==> config.mk <==
export PLATFORM = sky130hd
export DESIGN_NAME = lje_ctrl
export DESIGN_NICKNAME = d
export VERILOG_FILES = /design/src/rtl/lje_pkg.sv /design/src/rtl/lje_ctrl.sv
export SDC_FILE = /design/constraint.sdc
export NUM_CORES = 1
export LEC_CHECK = 0
export BUFFER_PORTS_ARGS = -buffer_cell sky130_fd_sc_hd__buf_2
export CORE_ASPECT_RATIO = 0.9
export CORE_UTILIZATION = 36
export DETAILED_ROUTE_END_ITERATION = 10
export PLACE_DENSITY = 0.57
export SLEW_MARGIN = 20
export SYNTH_ARGS = -nofsm -noshare
export SYNTH_HDL_FRONTEND = slang
export SYNTH_SLANG_ARGS = --single-unit
==> constraint.sdc <==
create_clock -name clk -period 4.5 [get_ports clk]
set_input_delay 0.225 -clock clk [delete_from_list [all_inputs] [get_ports clk]]
set_output_delay 0.225 -clock clk [all_outputs]
set_load 0.01 [all_outputs]
==> src/rtl/lje_pkg.sv <==
`timescale 1ns / 1ps
// ----------------------------------------------------------------------------
// lje_pkg: shared types and constants for the Lennard-Jones accumulator
// Transaction layouts, controller command and status bundles, operand codes.
// ----------------------------------------------------------------------------
package lje_pkg;

	localparam int POSITION_WIDTH             = 32;
	localparam int POSITION_FRACTION_BITS_DEF = 20;
	localparam int CUTOFF_WIDTH               = 32;
	localparam int ENERGY_WIDTH               = 64;
	localparam int LIMB_WIDTH                 = 32;
	localparam int RECIP_BITS                 = 81;

	localparam logic [CUTOFF_WIDTH-1:0] CUTOFF_RESET = 32'd409600;
	localparam logic [ENERGY_WIDTH-1:0] TERM_MAX     = 64'h7FFF_FFFF_FFFF_FFFF;
	localparam logic [ENERGY_WIDTH-1:0] SUM_MIN      = 64'h8000_0000_0000_0000;

	typedef struct packed {
		logic signed [POSITION_WIDTH-1:0] first_x;
		logic signed [POSITION_WIDTH-1:0] first_y;
		logic signed [POSITION_WIDTH-1:0] first_z;
		logic signed [POSITION_WIDTH-1:0] second_x;
		logic signed [POSITION_WIDTH-1:0] second_y;
		logic signed [POSITION_WIDTH-1:0] second_z;
		logic signed [POSITION_WIDTH-1:0] offset_x;
		logic signed [POSITION_WIDTH-1:0] offset_y;
		logic signed [POSITION_WIDTH-1:0] offset_z;
		logic                             last_pair;
	} in_item_t;

	typedef struct packed {
		logic signed [ENERGY_WIDTH-1:0] energy_total;
		logic                           saturated;
	} out_item_t;

	typedef enum logic [3:0] {
		OPND_ZERO,
		OPND_DX_LO,
		OPND_DX_HI,
		OPND_DY_LO,
		OPND_DY_HI,
		OPND_DZ_LO,
		OPND_DZ_HI,
		OPND_R2,
		OPND_U2_LO,
		OPND_U2_HI,
		OPND_INV_LO,
		OPND_INV_HI
	} opnd_t;

	typedef enum logic [2:0] {
		LAT_NONE,
		LAT_R2,
		LAT_U2,
		LAT_DEN,
		LAT_INV12
	} lat_t;

	typedef struct packed {
		logic       load;
		logic       mul_en;
		opnd_t      a_sel;
		opnd_t      b_sel;
		logic [1:0] shift;
		lat_t       lat;
		logic       div_step;
		logic       div_first;
		logic       term_en;
		logic       add_en;
		logic       emit;
	} cmd_t;

	typedef struct packed {
		logic in_range;
		logic last;
	} sts_t;

endpackage

==> src/rtl/lje_ctrl.sv <==
`timescale 1ns / 1ps
// ----------------------------------------------------------------------------
// lje_ctrl: sequencer for the Lennard-Jones accumulator
// Steps the shared multiplier and divider through one pair and owns the
// input ready and the output valid.
// ----------------------------------------------------------------------------
module lje_ctrl import lje_pkg::*; (
	input  logic clk,
	input  logic arst_n,
	input  logic in_valid,
	output logic in_ready,
	output logic out_valid,
	input  logic out_ready,
	input  sts_t sts,
	output cmd_t cmd
);

	localparam int CNT_W     = $clog2(RECIP_BITS);
	localparam int SQR_MULS  = 12;
	localparam int U2_MULS   = 1;
	localparam int DEN_MULS  = 2;
	localparam int INV_MULS  = 4;

	typedef enum logic [3:0] {
		S_IDLE,
		S_SQR,
		S_CHECK,
		S_U2,
		S_DEN,
		S_DIV,
		S_INV,
		S_TERM,
		S_ADD,
		S_FIN
	} state_t;

	state_t           state_q, state_d;
	logic [CNT_W-1:0] cnt_q, cnt_d;
	logic             out_valid_q;

	function automatic opnd_t axis_limb(input logic [1:0] axis, input logic hi);
		opnd_t v;
		case (axis)
			2'd0:    v = hi ? OPND_DX_HI : OPND_DX_LO;
			2'd1:    v = hi ? OPND_DY_HI : OPND_DY_LO;
			2'd2:    v = hi ? OPND_DZ_HI : OPND_DZ_LO;
			default: v = OPND_ZERO;
		endcase
		return v;
	endfunction

	always_comb begin
		cmd       = '0;
		cmd.a_sel = OPND_ZERO;
		cmd.b_sel = OPND_ZERO;
		cmd.lat   = LAT_NONE;
		state_d   = state_q;
		cnt_d     = cnt_q + 1'b1;
		case (state_q)
			S_IDLE: begin
				cnt_d = '0;
				if (in_valid) begin
					cmd.load = 1'b1;
					state_d  = S_SQR;
				end
			end
			S_SQR: begin
				if (cnt_q < CNT_W'(SQR_MULS)) begin
					cmd.mul_en = 1'b1;
					cmd.a_sel  = axis_limb(cnt_q[3:2], cnt_q[1]);
					cmd.b_sel  = axis_limb(cnt_q[3:2], cnt_q[0]);
					cmd.shift  = {1'b0, cnt_q[1]} + {1'b0, cnt_q[0]};
				end
				if (cnt_q == CNT_W'(SQR_MULS + 1)) begin
					cmd.lat = LAT_R2;
					state_d = S_CHECK;
					cnt_d   = '0;
				end
			end
			S_CHECK: begin
				cnt_d   = '0;
				state_d = sts.in_range ? S_U2 : S_FIN;
			end
			S_U2: begin
				if (cnt_q < CNT_W'(U2_MULS)) begin
					cmd.mul_en = 1'b1;
					cmd.a_sel  = OPND_R2;
					cmd.b_sel  = OPND_R2;
				end
				if (cnt_q == CNT_W'(U2_MULS + 1)) begin
					cmd.lat = LAT_U2;
					state_d = S_DEN;
					cnt_d   = '0;
				end
			end
			S_DEN: begin
				if (cnt_q < CNT_W'(DEN_MULS)) begin
					cmd.mul_en = 1'b1;
					cmd.a_sel  = cnt_q[0] ? OPND_U2_HI : OPND_U2_LO;
					cmd.b_sel  = OPND_R2;
					cmd.shift  = {1'b0, cnt_q[0]};
				end
				if (cnt_q == CNT_W'(DEN_MULS + 1)) begin
					cmd.lat = LAT_DEN;
					state_d = S_DIV;
					cnt_d   = '0;
				end
			end
			S_DIV: begin
				cmd.div_step  = 1'b1;
				cmd.div_first = cnt_q == '0;
				if (cnt_q == CNT_W'(RECIP_BITS - 1)) begin
					state_d = S_INV;
					cnt_d   = '0;
				end
			end
			S_INV: begin
				if (cnt_q < CNT_W'(INV_MULS)) begin
					cmd.mul_en = 1'b1;
					cmd.a_sel  = cnt_q[1] ? OPND_INV_HI : OPND_INV_LO;
					cmd.b_sel  = cnt_q[0] ? OPND_INV_HI : OPND_INV_LO;
					cmd.shift  = {1'b0, cnt_q[1]} + {1'b0, cnt_q[0]};
				end
				if (cnt_q == CNT_W'(INV_MULS + 1)) begin
					cmd.lat = LAT_INV12;
					state_d = S_TERM;
					cnt_d   = '0;
				end
			end
			S_TERM: begin
				cnt_d       = '0;
				cmd.term_en = 1'b1;
				state_d     = S_ADD;
			end
			S_ADD: begin
				cnt_d      = '0;
				cmd.add_en = 1'b1;
				state_d    = S_FIN;
			end
			S_FIN: begin
				cnt_d = '0;
				if (!sts.last) begin
					state_d = S_IDLE;
				end else if (!out_valid_q || out_ready) begin
					cmd.emit = 1'b1;
					state_d  = S_IDLE;
				end
			end
			default: begin
				cnt_d   = '0;
				state_d = S_IDLE;
			end
		endcase
	end

	always_ff @(posedge clk or negedge arst_n) begin
		if (!arst_n) begin
			state_q     <= S_IDLE;
			cnt_q       <= '0;
			out_valid_q <= 1'b0;
		end else begin
			state_q <= state_d;
			cnt_q   <= cnt_d;
			if (cmd.emit) begin
				out_valid_q <= 1'b1;
			end else if (out_ready) begin
				out_valid_q <= 1'b0;
			end
		end
	end

	assign in_ready  = state_q == S_IDLE;
	assign out_valid = out_valid_q;

	a_emit_free: assert property (@(posedge clk) disable iff (!arst_n)
		cmd.emit |-> (!out_valid_q || out_ready))
		else $error("result overwritten before it was taken");

	a_one_at_a_time: assert property (@(posedge clk) disable iff (!arst_n)
		(in_valid && in_ready) |=> !in_ready)
		else $error("second pair taken while one is in progress");

	a_drop_on_take: assert property (@(posedge clk) disable iff (!arst_n)
		$fell(out_valid_q) |-> $past(out_ready))
		else $error("result dropped without a transaction");

endmodule

* Word level (Yosys, flattened, before mapping)
Index checks and enable logic that the tools add are counted.
Cells by class: order comparisons 4, equality and inequality tests 23, add/subtract/negate cells 2, divide/modulo/power cells 0, shift-type cells 0, mux-type cells 48, bitwise gates (word level) 0, reduce and logical (&&, ||, !) cells 7, multipliers 0
Operator list (count):
- $pmux 4 s10 | 1
- $mux 4 | 9
- $pmux 9 s4 | 1
- $mux 7 | 5
- $pmux 7 s5 | 1
- $mux 11 | 3
- $pmux 3 s3 | 2
- $eq 4x3->1 const B | 4
- $eq 7x2->1 const B | 2
- $mux 2 | 7
- $mux 1 | 13
- $ne 2x2->1 const B | 6
- $pmux 3 s4 | 1
- $mux 3 | 3
- $mux 9 | 1
- $eq 4x2->1 const B | 2
- $eq 4x4->1 const B | 2
- $add 7x1->7 const B | 1
- $eq 7x3->1 const B | 1
- $eq 7x4->1 const B | 1
- $eq 7x7->1 const B | 1
- $logic_not 7->1 | 1
- $lt 7x1->1 const B | 1
- $lt 7x2->1 const B | 1
- 14 further kinds | 14
Storage, ports and cells: bits in latches 0, word-level logic and storage cells 87, memory bits (writable) 0, memory bits (read-only) 0, register bits 12, bits of input ports 6, output and inout bits 22, memories kept 0

* Logic depth before layout (Yosys ltp)
word-level depth 6, mapped depth 8, mapped depth without buffers 7

* Worst setup path after synthesis
No wires, ideal clock.
kind register -> register, start reg cnt_q[1], end reg state_q[0], cell stages (with the launch flop) 9, path buffers 1, setup slack 2298 ps, arrival time 2123 ps, setup time 79 ps, data required time 4421 ps, clock period less this slack 2202 ps, path through dfrtp_1 -> clkbuf_1 -> inv_1 -> ha_1 -> or3b_1 -> o31a_1 -> a221o_1 -> nor3_2 -> mux2i_1
On the way: longest elaborated chain between the ends 3, elaborated cells on any way between the ends 11, classes of those cells 10 x eq/ne; 1 x reduce/logical
RTL lines:
- start: declaration | RTL line lje_ctrl.sv:38 | logic [CNT_W-1:0] cnt_q, cnt_d;
- start signal: assignment | RTL line lje_ctrl.sv:163 | cnt_q <= cnt_d;
- $eq 7x3->1, or another cell as far along | RTL line lje_ctrl.sv:124 | if (cnt_q == CNT_W'(INV_MULS + 1)) begin
- $ne 2x2->1 (no source line)
- $reduce_and 7->1 (no source line) (*)
- end signal: assignment | RTL line lje_ctrl.sv:162 | state_q <= state_d;
- end: declaration | RTL line lje_ctrl.sv:37 | state_t state_q, state_d;
Mark *: on every way between the ends. The rest lies on a longest branch, timed or not. A chain may end at the register's enable or synchronous reset.

==> flow_summary_export.csv <==
group,metric,value,unit
power,power_density,645,nW/um^2
routing,initialDrtViolationCount,57,
timing,hold_viol_final,0,
worst_hold_path,hold_class,"in -> reg",
timing,clock_skew,0.00199,ns
layout,drive_above_1_share,21.4,%
clocking,cts_tree,"built",
yosys,synth_warnings,0,
timing,setup_tns,0,ns
routing,ant_nets,0,
timing,setup_viol,0,
clocking,ctsHoldBuffers,1,
timing,finalCriticalPeriod,2.52,ns
placement,place_congestion,0.875,
worst_setup_path,cp_cell_sequence,"or4b_1 -> nor2_1 -> a21oi_1 -> nor2_1 -> and4b_1 -> buf_2",
yosys,async_flop_share,100,%
worst_setup_path,slowest_stage,"or4b_1",
yosys,synth-edff-count,0,
global_routing,grt_pass1_wl,4770,um
clocking,cts_buffer_depth,2,
clocking,cts_sinks,12,
routing,drc_errors,0,
floorplan,ios,28,
layout,fin_area,1290,sq um
placement,port_buffers,27,
worst_setup_path,crit_arrival,2.30,ns
timing,worstMarginPinSlew,0.659,ns
routing,wl_met2,1330,um
floorplan,start_util,38.8,%
outcome,outcome,"complete, no violations",
placement,dpl.hpwl,2170,um
layout,num_antenna_cells,0,
timing,fmax,397,MHz
global_routing,grt_pass1_vias,1022,
routing,wl_per_cell,14.0,um
yosys,syn_area,1090,sq um
worst_setup_path,critPathRequiredTime,4.28,ns
global_routing,track_usage,19.7,%
timing,slew-limit-headroom,55.7,%
yosys,synth-seq-cells,12,
yosys,syn_inst,144,
global_routing,grt_max_degree,17,
clocking,clkSlewWorstSetupHoldPaths,0.07,ns
timing,finalMaxSlewViolations,0,
worst_setup_path,crit_type,"reg -> out",
yosys,avgSynthCellArea,7.59,sq um
routing,wirelength,2920,um
routing,wl_met3,81,um
worst_setup_path,end_kind,"output pin",
floorplan,dieArea,3260,sq um
layout,nets,179,
worst_setup_path,critPathMaxStageDelay,0.68,ns
yosys,ys_types,47,
global_routing,overflow,0,
routing,drt-met1-wl,1490,um
yosys,synthesis.nets,154,
yosys,ys.flop_type,"dfrtp_1",
floorplan,die_y,54.3,um
clocking,cts_setup_buffers,0,
floorplan,die_w,60.1,um
routing,via_per_inst,5.52,
timing,post-route-period-util,56.0,%
power,ir_drop,0.354,mV
routing,num_vias,1149,
layout,area_delta_synth_final,18.2,%
floorplan,rows,18,
placement,place_ws,2.15,ns
routing,drt_pass1_iterations,4,
worst_setup_path,worst-path-buf-inv,1,
timing,rsz0062_at_grt,"no",
global_routing,antenna_found_initial,0,
power,p_leak,0.614,nW
worst_setup_path,crit_path_frequent_cell,"nor2_1",
placement,placed_area,1250,sq um
worst_setup_path,path_max_fanout,16,
yosys,seq_area_frac_synth,27.5,%
clocking,cts-buffers-inserted,3,
flow_run,drv_cap,0,
clocking,cts_resized,0,
routing,top_layer,"met4",
worst_setup_path,start_kind,"flip-flop",
floorplan,core_area,2820,sq um
timing,finalWorstSetupSlack,1.98,ns
worst_setup_path,critical_path.top_delay_family,"simple AND/OR/NAND/NOR gates",
clocking,cts.htree.levels,1,
clocking,cts-root-buf,"clkbuf_4",
clocking,clk_latency,0.26,ns
kinds of logic (layout without fill, tap and decap cells):
family | after synthesis | after routing | synth area share [%]
compound gates | 28 | 28 | 17.4
xor+xnor | 5 | 5 | 4.01
fa+ha+maj | 4 | 4 | 4.58
buf+inv | 15 | 39 | 5.38
flops | 12 | 12 | 27.5
mux | 4 | 4 | 3.78
simple gates | 76 | 76 | 37.4
synth_stat cells (all sizes together) (2+ instances only):
library cell	n	area share, %
mux2i	3	2.7
and2	4	2.3
nor3	11	5.9
clkbuf	5	1.7
xor2	3	2.4
nand2	11	3.8
a22oi	2	1.4
inv	7	2.4
nor4	3	1.7
nor2b	3	1.7
nand2b	3	1.7
o211ai	2	1.4
xnor2	2	1.6
o21ai	8	3.7
a21oi	5	2.3
nor2	22	7.8
buf	3	1.3
dfrtp	12	27
nand4	2	1.1
ha	4	4.6
or3	2	1.1
nor4bb	2	1.8
nand3	6	2.7
power by group:
part           switching [mW]  leakage, nW  internal [mW]
sequential             0.0941        0.160          0.136
clock                  0.0330       0.0210         0.0491
combinational           0.294        0.433          0.227
cell usage in the layout, fill, tap and decap left out, types with 2 or more instances in the layout:
cell type	count
inv_1	6
nor4bb_1	2
a22oi_1	2
o21ai_1	7
nor3_1	9
dfrtp_1	12
nand2b_1	3
clkbuf_4	3
and2_1	4
nor2_1	21
xnor2_1	2
nand2_1	11
or3_1	2
nor3_2	2
nor2b_1	3
o211ai_1	2
mux2i_1	3
xor2_1	3
nand3_1	6
nand4_1	2
a21oi_1	5
buf_2	27
nor4_1	3
ha_1	4
worst paths after layout:
kind / slack, ns / from / endpoint / cells after the start
min in group asynchronous: 0.36 / arst_n / cnt_q[4] / 2
max: 1.98 / state_q[2] / cmd[9] / 6
min reg2reg: 0.57 / out_valid / out_valid / 2
max reg2reg: 2.11 / cnt_q[1] / cnt_q[6] / 7
max in group asynchronous: 3.93 / arst_n / cnt_q[1] / 2
min: 0.23 / sts[0] / out_valid / 3
metrics by stage:
| stage | power, mW | utilization, % | hold slack [ns] | instances |
|---|---|---|---|---|
| 3_3_place_gp | 0.743 | 44.3 | 0.112 | 203 |
| 3_5_place_dp | 0.745 | 44.3 | 0.114 | 203 |
| 4_1_cts | 0.832 | 45.9 | 0.218 | 208 |
| 6_report | 0.833 | 45.9 | 0.227 | 208 |
| 5_1_grt | 0.915 | 45.9 | 0.263 | 208 |
| 2_1_floorplan | 0.590 | - | -0.0706 | 144 |
sequential cells by signal, indices dropped and copies added (netlist names):
name,count
state_q,4
out_valid,1
cnt_q,7
final cells by class:
type | instances | area (sq um)
Multi-Input combinational cell | 117 | 734
Clock buffer | 4 | 36.3
Fill cell | 298 | 1520
Inverter | 7 | 26.3
Tap cell | 40 | 50.0
Timing Repair Buffer | 28 | 145
Sequential cell | 12 | 300
metal layers:
| metal | track usage, % | vias up |
|---|---|---|
| met1 | 30.6 | 551 |
| met3 | 0.946 | 4 |
| met2 | 28.3 | 27 |
| li1 | - | 567 |
| met4 | 8.14 | 0 |
| met5 | 0 | - |
worst reg2reg max path, cell delays in order, from the launching register on:
cell	delay, ns
dfrtp_1	0.51
inv_1	0.22
ha_1	0.17
or3b_1	0.38
o31a_1	0.30
a221o_1	0.32
nor2_2	0.28
nor2_1	0.09
Power figures use the tool's default switching activity.
